[config.mk]
export PLATFORM = sky130hd
export DESIGN_NAME = cdb_div
export DESIGN_NICKNAME = d
export VERILOG_FILES = /design/src/design/cdb_div.sv
export SDC_FILE = /design/constraint.sdc
export NUM_CORES = 1
export LEC_CHECK = 0
export BUFFER_PORTS_ARGS = -buffer_cell sky130_fd_sc_hd__buf_2
export CELL_PAD_IN_SITES_DETAIL_PLACEMENT = 1
export CELL_PAD_IN_SITES_GLOBAL_PLACEMENT = 1
export CORE_ASPECT_RATIO = 1.75
export CORE_MARGIN = 2
export CORE_UTILIZATION = 43
export DETAILED_ROUTE_END_ITERATION = 10
export PLACE_DENSITY = 0.88
export REMOVE_ABC_BUFFERS = 1
export SKIP_CTS_REPAIR_TIMING = 1
export SYNTH_ARGS = -nofsm -noshare
export SYNTH_HDL_FRONTEND = slang
export SYNTH_SLANG_ARGS = --single-unit
[constraint.sdc]
create_clock -name i_clk -period 2.5 [get_ports i_clk]
set_input_delay 0 -clock i_clk [delete_from_list [all_inputs] [get_ports i_clk]]
set_output_delay 0 -clock i_clk [all_outputs]
set_load 0.02 [all_outputs]
[src/design/cdb_div.sv]
// ----------------------------------------------------------------------------
// cdb_div
// Restoring unsigned divider, one quotient bit per cycle.
// ----------------------------------------------------------------------------
`default_nettype none

module cdb_div #(
    parameter int NUMW = 24,
    parameter int DENW = 8
) (
    input  wire logic            i_clk,
    input  wire logic            i_rst_n,
    input  wire logic            i_start,
    input  wire logic [NUMW-1:0] i_num,
    input  wire logic [DENW-1:0] i_den,
    output logic                 o_done,
    output logic      [NUMW-1:0] o_quot
);

    localparam int CW = $clog2(NUMW + 1);

    logic            r_busy;
    logic            r_done;
    logic [CW-1:0]   r_cnt;
    logic [NUMW-1:0] r_num;
    logic [DENW-1:0] r_den;
    logic [DENW-1:0] r_rem;
    logic [NUMW-1:0] r_quot;

    logic [DENW:0]   w_rem_sh;
    logic [DENW:0]   w_diff;
    logic            w_ge;

    always_comb begin
        w_rem_sh = {r_rem, r_num[NUMW-1]};
        w_ge     = (w_rem_sh >= {1'b0, r_den});
        w_diff   = w_rem_sh - {1'b0, r_den};
    end

    always_ff @(posedge i_clk) begin
        if (!i_rst_n) begin
            r_busy <= 1'b0;
            r_done <= 1'b0;
            r_cnt  <= '0;
        end else begin
            r_done <= 1'b0;
            if (i_start) begin
                r_busy <= 1'b1;
                r_cnt  <= '0;
            end else if (r_busy) begin
                r_cnt <= r_cnt + CW'(1);
                if (r_cnt == CW'(NUMW - 1)) begin
                    r_busy <= 1'b0;
                    r_done <= 1'b1;
                end
            end
        end
    end

    always_ff @(posedge i_clk) begin
        if (i_start) begin
            r_num  <= i_num;
            r_den  <= i_den;
            r_rem  <= '0;
            r_quot <= '0;
        end else if (r_busy) begin
            r_num  <= r_num << 1;
            r_rem  <= w_ge ? w_diff[DENW-1:0] : w_rem_sh[DENW-1:0];
            r_quot <= {r_quot[NUMW-2:0], w_ge};
        end
    end

    assign o_done = r_done;
    assign o_quot = r_quot;

endmodule

`default_nettype wire
======== Yosys cells after proc, flatten, opt, wreduce, memory -nomap -nowiden ========
Index checks and enable logic that the tools add are counted.
storage, ports and cells
  flip-flop bits (word level) ............. 71
  word-level logic and storage cells ...... 23
  output and inout port bits .............. 25
operators by class
  reduce and logical (&&, ||, !) cells .... 3
  $add $sub $neg .......................... 2
  magnitude comparators ................... 1
  bitwise gates (word level) .............. 2
  equal/unequal tests ..................... 1
  mux-type cells .......................... 7
operator list
  kind                 number
  $mux 24              2
  $ge 9x8->1           1
  $mux 8               1
  $sub 8x8->8          1
  $add 5x1->5 const B  1
  $eq 5x5->1 const B   1
  $mux 1               4
  $reduce_or 3->1      1
  $not 1->1            2
  $reduce_bool 2->1    1
  $reduce_or 2->1      1

======== Logic depth before layout (Yosys ltp) ========
  word-level depth ........................ 4
  mapped depth ............................ 9
  mapped depth without buffers ............ 8

======== Worst setup path after synthesis ========
Ideal clock, no wire load.
  path type ............................... reg-to-reg
  from .................................... register r_den[1]
  to ...................................... register r_rem[2]
  data arrival time ....................... 1.866 ns
  path buffers ............................ 1
  path slack .............................. 0.512 ns
  clock period less this slack ............ 1.988 ns
  stages on the path, launching flop included .. 9
  cells stage by stage .................... edfxtp_1 -> inv_1 -> ha_1 -> nor2b_1 -> o31ai_4 -> a21oi_2 -> or2_1 -> buf_2 -> a221o_1
between the ends
  cells in the longest elaborated chain, start to end .. 2
  elaborated cells on any way between the ends .. 3
  those cells by class .................... add/sub: 1; order compare: 1; mux: 1
RTL lines
  what                                              RTL line  text
  from (decl)                                       26        logic [DENW-1:0] r_den;
  from (signal assigned)                            63        r_den <= i_den;
  $sub 8x8->8 / $ge 9x8->1 (equally long branches)  37, 36
  $mux 8 (*)                                        68        r_rem <= w_ge ? w_diff[DENW-1:0] : w_rem_sh[DENW-1:0];
  to (signal assigned)                              68
  to (decl)                                         27        logic [DENW-1:0] r_rem;
Every way passes the cells marked *; elsewhere a longest branch is shown, timed or not.
A chain may end at the register's enable or synchronous reset.

======== Worst setup path after layout ========
  from .................................... register r_den[0]
  to ...................................... register r_rem[4]
Same word-level chain as after synthesis.

==> impl_metrics.ini <==
[outcome]
status = finished, final reports clean

[setup_path]
critical_path.startpoint_type = flip-flop
r2r-start = r_den[0]
ff2ff_path_depth = 7
path_class = reg -> reg
rrSetupSlack_ns = 0.21
cp-end-kind = flip-flop
r2r-end = r_rem[4]
worstPathMaxFanout = 3
cp.required_ns = 2.75
cp.arrival_ns = 2.53

[sta]
rsz0062_at_grt = false
slew_headroom_pct = 44.4
worst_slew_pin_slew_ns = 0.831
period_share_pct = 91.5
final-hold-violation-count = 0
fin_tns_setup_ns = 0
fmax_mhz = 437
fin_ws_ns = 0.212
holdWs_ns = 0.00828
layout_min_cycle_time_ns = 2.29
setup_violations = 0
finalMaxSlewViolations = 0
finalClockSkew_ns = 0.00813

[cells_and_area]
multiInputGateArea_um2 = 1290
final_area_um2 = 4070
layout.cells.non_filler = 447
regArea_um2 = 1740
nFillCells = 747
syn2layout_area_growth_pct = 29.6
nets = 400
drive_gt1_share_pct = 29.7
final_core_util_pct = 57.0

[yosys]
yosysTopAreaCellShare_pct = 30.6
yosysSeqAreaShare_pct = 55.5
ys.flop_type = dfxtp_1
synth.avg_cell_area_um2 = 11.8
synth_commonest_cells = dfxtp_1, nor2_1, edfxtp_1
yosys.cell_types.count = 46
synth_edf_count = 32
yosysWarnings = 0
synthTopCellsByArea = edfxtp_1, dfxtp_1, mux2_2, mux2i_1, nor2_1
yosysTopAreaCell = edfxtp_1
ys_async_sr_fraction_pct = 0
synth.ff_latch_count = 71
synthCells = 267
synth_most_common_cell = dfxtp_1
synthesis.area_um2 = 3140

[worst_hold_path]
hp-start = i_num[1]
hold-path-endpoint = r_num[1]
holdCritPathClass = in -> reg
min_path_cells = 2

[clock_network]
clock_latency_ns = 0.34
clockBufferDepth = 2
clk_pin_slew_worst_paths_ns = 0.06
cts_tree = built
clock-root-buffer = clkbuf_16
cts_buffers = 9
clock_sinks = 71
cts_max_level = 3

[floorplanning]
die_w_um = 68.6
die_area_um2 = 8030
fp.coreArea_um2 = 7130
dieHeight_um = 117
row_count = 41
start_util_pct = 44.0
ios = 60

[grt]
grt_pass1_vias = 2471
track_usage_pct = 22.4
grt_first_pass_wirelength_um = 12700
grt_max_degree = 29
antenna_found_initial = 0
grt.overflow.total = 0

[pwr]
power_leakage_nw = 1.73
powerDensity_nw_per_um2 = 701
max-vdd-ir-drop_uv = 923
total_power_mw = 2.85

[routing]
routed_wl_um = 9610
route.detailed.drc = 0
detail_route.wl_per_cell_um = 21.5
vias = 2454
firstDrtPassIters = 4
vias_per_cell = 5.49
drtIter0Drc = 132
ant_nets = 0

[placed_design]
preCtsSetupSlack_ns = 0.370
gp_congestion = 0.857
dpl-instance-area_um2 = 3530
hpwl_um = 5310
port_buffers = 59
dp_cells = 405

[run]
drv_cap = 0
[flip-flops by register name (all words and copies together), names as in the netlist]
name    count
o_quot     24
r_num      24
r_den       8
r_rem       8
r_cnt       5
o_done      1
r_busy      1
[where the power goes]
part | switching [mW] | internal, mW | total [mW]
combinational | 0.160 | 0.143 | 0.303
clock | 0.480 | 0.756 | 1.24
sequential | 0.0268 | 1.28 | 1.31
total | 0.667 | 2.18 | 2.85
[cells by family after synthesis]
kind of cell    after synthesis  synth area share, %
flops                        71                 55.5
simple gates                 70                 10.5
mux                          49                 16.6
compound gates               34                 8.29
buf+inv                      28                 3.51
fa+ha+maj                    10                 4.22
xor+xnor                      5                 1.39
[worst max path at each step]
stage,startpoint,endpoint,slack (ns),cells after the start
floorplan,r_busy,r_num[0],0.007,2
global placement,r_den[1],r_rem[2],0.44,7
detailed placement,r_den[1],r_rem[2],0.37,7
CTS,r_den[7],r_rem[4],0.27,6
global route,r_den[4],r_rem[1],0.16,6
finish,r_den[0],r_rem[4],0.21,7
[worst max-delay path: stages, from the launching register on]
cell,delay [ns]
edfxtp_1,0.42
ha_1,0.24
fa_1,0.43
nand2b_1,0.22
a21oi_1,0.21
xor2_1,0.35
o211ai_1,0.17
o211ai_1,0.15
[area by class of cell]
class                      count  share of cell area [%]
clock buffer                  16                    6.92
antenna                        1                  0.0615
tap                           86                    2.65
inverter                      15                    1.38
timing repair buffer          90                    14.5
sequential                    71                    42.8
multi-input combinational    168                    31.7
[layer usage]
layer	global-route usage [%]	routed length, um	up-vias
met5	0	0	-
met4	16.7	414	0
met3	5.16	310	26
met2	37.9	5600	71
met1	23.1	3280	1221
li1	-	-	1136
[cell usage in the layout (no fill, tap or decap), types with 9 or more instances in the layout]
master         instances
inv_1                 15
clkbuf_16              9
dfxtp_1               39
nor2_1                35
edfxtp_1              32
ha_1                   9
dlygate4sd3_1         25
mux2_2                24
nand2_1               13
buf_2                 59
mux2i_1               25
Note: power is estimated with default switching activity, not from simulation.
