[src/design/cdb_isqrt.sv]
// ----------------------------------------------------------------------------
// cdb_isqrt
// Iterative integer square root, one result bit per cycle.
// ----------------------------------------------------------------------------
`default_nettype none

module cdb_isqrt #(
    parameter int RW = 23
) (
    input  wire logic            i_clk,
    input  wire logic            i_rst_n,
    input  wire logic            i_start,
    input  wire logic [2*RW-1:0] i_radicand,
    output logic                 o_done,
    output logic      [RW-1:0]   o_root
);

    localparam int CW  = $clog2(RW + 1);
    localparam int RMW = RW + 3;

    logic            r_busy;
    logic            r_done;
    logic [CW-1:0]   r_cnt;
    logic [2*RW-1:0] r_rad;
    logic [RMW-1:0]  r_rem;
    logic [RW-1:0]   r_root;

    logic [RMW-1:0]  w_rem_sh;
    logic [RMW-1:0]  w_trial;
    logic            w_ge;

    always_comb begin
        w_rem_sh = {r_rem[RMW-3:0], r_rad[2*RW-1 -: 2]};
        w_trial  = RMW'({r_root, 2'b01});
        w_ge     = (w_rem_sh >= w_trial);
    end

    always_ff @(posedge i_clk) begin
        if (!i_rst_n) begin
            r_busy <= 1'b0;
            r_done <= 1'b0;
            r_cnt  <= '0;
        end else begin
            r_done <= 1'b0;
            if (i_start) begin
                r_busy <= 1'b1;
                r_cnt  <= '0;
            end else if (r_busy) begin
                r_cnt <= r_cnt + CW'(1);
                if (r_cnt == CW'(RW - 1)) begin
                    r_busy <= 1'b0;
                    r_done <= 1'b1;
                end
            end
        end
    end

    always_ff @(posedge i_clk) begin
        if (i_start) begin
            r_rad  <= i_radicand;
            r_rem  <= '0;
            r_root <= '0;
        end else if (r_busy) begin
            r_rad  <= r_rad << 2;
            r_rem  <= w_ge ? (w_rem_sh - w_trial) : w_rem_sh;
            r_root <= {r_root[RW-2:0], w_ge};
        end
    end

    assign o_done = r_done;
    assign o_root = r_root;

endmodule

`default_nettype wire

[config.mk]
export PLATFORM = sky130hd
export DESIGN_NAME = cdb_isqrt
export DESIGN_NICKNAME = d
export VERILOG_FILES = /design/src/design/cdb_isqrt.sv
export SDC_FILE = /design/constraint.sdc
export NUM_CORES = 1
export LEC_CHECK = 0
export BUFFER_PORTS_ARGS = -buffer_cell sky130_fd_sc_hd__buf_2
export CORE_MARGIN = 5
export CORE_UTILIZATION = 50
export DETAILED_ROUTE_END_ITERATION = 12
export GPL_ROUTABILITY_DRIVEN = 0
export PLACE_DENSITY = 0.68
export SYNTH_ARGS = -nofsm -noshare
export SYNTH_HDL_FRONTEND = slang
export SYNTH_SLANG_ARGS = --single-unit
[constraint.sdc]
create_clock -name i_clk -period 3.6 [get_ports i_clk]
set_clock_uncertainty 0.05 [all_clocks]
set_input_delay 0 -clock i_clk [delete_from_list [all_inputs] [get_ports i_clk]]
set_output_delay 0 -clock i_clk [all_outputs]
set_load 0.01 [all_outputs]
Word level (Yosys, flattened, before mapping)
Index checks and enable logic that the tools add are counted.
{"block": "word_totals", "regBits": 100, "inputBits": 49}
{"block": "classes", "reduce_logical": 3, "n_lt_le_gt_ge": 1, "addsub": 2, "bitwise": 2, "eq_ne": 1, "mux": 7}
{"cell": "2-to-1 mux 46 bit", "count": 2}
{"cell": "greater-or-equal comparator 26 x 25 -> 1 bit", "count": 1}
{"cell": "2-to-1 mux 24 bit", "count": 1}
{"cell": "subtractor 24 bit", "count": 1}
{"cell": "adder 5 x 1 -> 5 bit, second input constant", "count": 1}
{"cell": "equality test 5 bit, second input constant", "count": 1}
{"cell": "2-to-1 mux 1 bit", "count": 4}
{"cell": "OR reduction 3 bit", "count": 1}
{"cell": "inverter 1 bit", "count": 2}
{"cell": "nonzero test 2 bit", "count": 1}
{"cell": "OR reduction 2 bit", "count": 1}

Logic depth before layout (Yosys ltp)
{"block": "logic_depth", "depth_word": 4, "mapped_depth": 12, "ltp_nobuf": 10}

Worst setup path before layout
Ideal clock, no wire load.
{"block": "synth_timing", "path_kind": "flip-flop to flip-flop", "from": "register r_root[17], in the netlist o_root[17]", "to": "register r_rem[21]", "setup_ns": 0.079, "path_slack_ns": 1.001, "arrival_ns": 2.470, "required_ns": 3.471, "path_stages_with_launch": 13, "cell_sequence": "dfxtp_1 -> inv_1 -> ha_1 -> buf_2 -> a21o_1 -> nand2_1 -> or3b_2 -> o22ai_1 -> a21o_1 -> a21o_1 -> buf_4 -> nand4_1 -> a32oi_2"}
{"block": "synth_between", "elab_chain_len": 2, "elab_cells_between_ends": 3, "cone_classes": "add/sub (1); order compare (1); mux (1)"}
{"element": "from (decl)", "line_no": "26", "text": "logic [RW-1:0] r_root;"}
{"element": "from (signal assigned)", "line_no": "66", "text": "r_root <= {r_root[RW-2:0], w_ge};"}
{"element": "subtractor 24 bit / greater-or-equal comparator 26 x 25 -> 1 bit (equally long branches)", "line_no": "65, 35"}
{"element": "2-to-1 mux 24 bit (*)", "line_no": "65", "text": "r_rem <= w_ge ? (w_rem_sh - w_trial) : w_rem_sh;"}
{"element": "to (signal assigned)", "line_no": "65"}
{"element": "to (decl)", "line_no": "25", "text": "logic [RMW-1:0] r_rem;"}
Every way passes the cells marked *; elsewhere a longest branch is shown, timed or not.
A chain may end at the register's enable or synchronous reset.

Final worst setup path
{"block": "layout_timing", "from": "register r_root[9], in the netlist o_root[9]", "to": "register r_rem[20]"}
The elaborated chain is that of the path after synthesis.

==> out/metrics.yaml <==
place_inst: 699
tritoncts: "built"
yosysSeqAreaShare_pct: 45.6
start_kind: "flop"
diodes: 0
drc: 0
p_per_area_nw_per_um2: 621
worstMarginPinSlew_ns: 1.04
fin_crit_ns: 3.10
grt_pass1_vias: 4159
holdWs_ns: 0.0687
synth_ff_type: "dfxtp_1"
grt_pass1_wl_um: 19500
leakage_uw: 0.00270
r2r_setup_slack_ns: 0.50
hp-class: "input pin to flop"
drive_gt1_share_pct: 24.8
worstPathArrival_ns: 3.32
fillerInstances: 905
async_flop_share_pct: 0
ctsHoldBuffers: 47
syn_inst: 507
slew_violations: 0
wl_per_cell_um: 15.2
portBuffers: 72
path_max_fanout: 13
core_um2: 10700
grt.busiest_layer: "met2"
viasPerCell: 5.44
grt_overflow: 0
final_cell_mix: "71 x buf_2, 57 x nor2_1, 53 x dfxtp_1, 47 x dlygate4sd3_1, 46 x edfxtp_1"
synthDistinctLibCells: 69
synth-seq-cells: 100
fmax_ghz: 0.322
maxSlewHeadroom_pct: 30.6
peakVddDrop_uv: 273
cts.sinks: 100
dr.first_iter.drc_count: 201
drv_cap: 0
clock_latency_ns: 0.36
synth_nets: 583
grt_use_met2_pct: 31.5
grt_max_degree: 91
grt_util_met1_pct: 23.1
synthesis.area_um2: 5400
finalSetupViolCount: 0
antenna_found_initial: 0
dr.pass1.iters: 4
period_share_pct: 86.2
layout.nets: 693
die_h_um: 114
io_pins: 73
synth_edf_count: 46
ant_nets: 0
fin_util_pct: 61.5
fin_tns_setup_ns: 0
critPathCaptureType: "flop"
hold_violations: 0
grtUsageMet3_pct: 3.29
start_util_pct: 50.5
clk_pin_slew_ns: 0.10
cts_resized: 0
fp.dieArea_um2: 13000
dp_hpwl_um: 7550
chipWidth_um: 114
wl_um: 11600
rows: 38
cts_buffers: 9
outcome: "finished clean"
grt_use_total_pct: 18.3
yosys_warnings: 0
final_common_cell: "buf_2"
syn_to_final_growth_pct: 21.9
cts_root_buf: "clkbuf_8"
crit_type: "flop to flop"
p_total_uw: 4090
syn_area_per_cell_um2: 10.7
rsz0062_at_grt: "no"
cts_setup_buffers: 0
stdcell_count: 762
worstPathRequired_ns: 3.81
clockBufferDepth: 2
h-tree-depth: 3
routed-via-count: 4145
[where the power goes]
part | switching [µW] | total (µW) | internal, µW
logic | 973 | 1820 | 843
registers | 77.3 | 1400 | 1330
clock network | 402 | 868 | 466
[cell families after synthesis]
group / after synthesis / share of synthesized area (%)
AND/OR/NAND/NOR: 125 / 10.6
flip-flops: 100 / 45.6
AO/OA/AOI/OAI: 99 / 14.1
multiplexers: 79 / 15.8
buffers and inverters: 55 / 4.08
adder cells (fa/ha/maj): 27 / 6.26
XOR/XNOR: 22 / 3.57
[cells in the mapped netlist, types with 2 or more instances]
cell type | number | area [µm²]
dfxtp_1 | 54 | 1080
inv_1 | 30 | 113
and3_1 | 3 | 18.8
nor2_1 | 57 | 214
nand2_1 | 31 | 116
o2111ai_1 | 3 | 26.3
buf_1 | 3 | 11.3
edfxtp_1 | 46 | 1380
xor2_1 | 9 | 78.8
nand4b_1 | 2 | 17.5
a31oi_1 | 2 | 12.5
nand3_1 | 3 | 15.0
nand3b_1 | 2 | 15.0
a21oi_1 | 19 | 95.1
nand4_1 | 6 | 37.5
buf_2 | 2 | 10.0
mux2_2 | 45 | 507
a211oi_1 | 16 | 120
xnor2_1 | 13 | 114
o21a_1 | 7 | 52.6
mux2i_1 | 33 | 330
and2_1 | 3 | 18.8
nor3_1 | 6 | 30.0
a311oi_1 | 6 | 52.6
o21ai_0 | 11 | 55.1
nor2b_1 | 3 | 18.8
a21o_1 | 8 | 60.1
clkbuf_1 | 17 | 63.8
ha_1 | 27 | 338
[worst max-delay path: stages (launching register included)]
cell,delay [ns]
dfxtp_1,0.38
inv_1,0.06
ha_1,0.37
a21oi_1,0.21
nor2_1,0.06
a211oi_1,0.46
and4bb_2,0.32
a21o_1,0.19
a21o_1,0.43
a31oi_1,0.15
a221oi_1,0.33
[area by class of cell]
type	instances	area, µm²	area share (%)
clock buffer	9	124	1.88
clock inverter	7	120	1.82
inverter	31	116	1.77
multi-input combinational	352	2720	41.3
sequential	100	2460	37.4
tap	140	175	2.66
timing repair buffer	123	863	13.1
[path summary, 6_finish.rpt]
path,endpoint,startpoint,cells after the start
worst min register to register,r_rem[23],r_rem[23],2
worst max register to register,r_rem[20],o_root[9],10
worst max-delay path,r_rem[20],o_root[9],10
worst min-delay path,o_root[0],i_start,3
[sequential cells by signal, summed over array words and instances (netlist names)]
register / flops
o_done: 1
o_root: 23
r_cnt: 5
r_busy: 1
r_rad: 46
r_rem: 24
[layer usage]
layer	part of all wire [%]	routed length (µm)
met1	44	5060
met2	50	5800
met3	4.7	546
met4	1.5	174
met5	0	0
[stage by stage]
step | cell area, µm² | worst slack, ns
floorplan | 5400 | 1.00
global placement | 5870 | 0.690
detailed placement | 5870 | 0.522
CTS | 6580 | 0.482
global route | 6580 | 0.254
finish | 6580 | 0.495
Note: power is estimated with default switching activity, not from simulation.
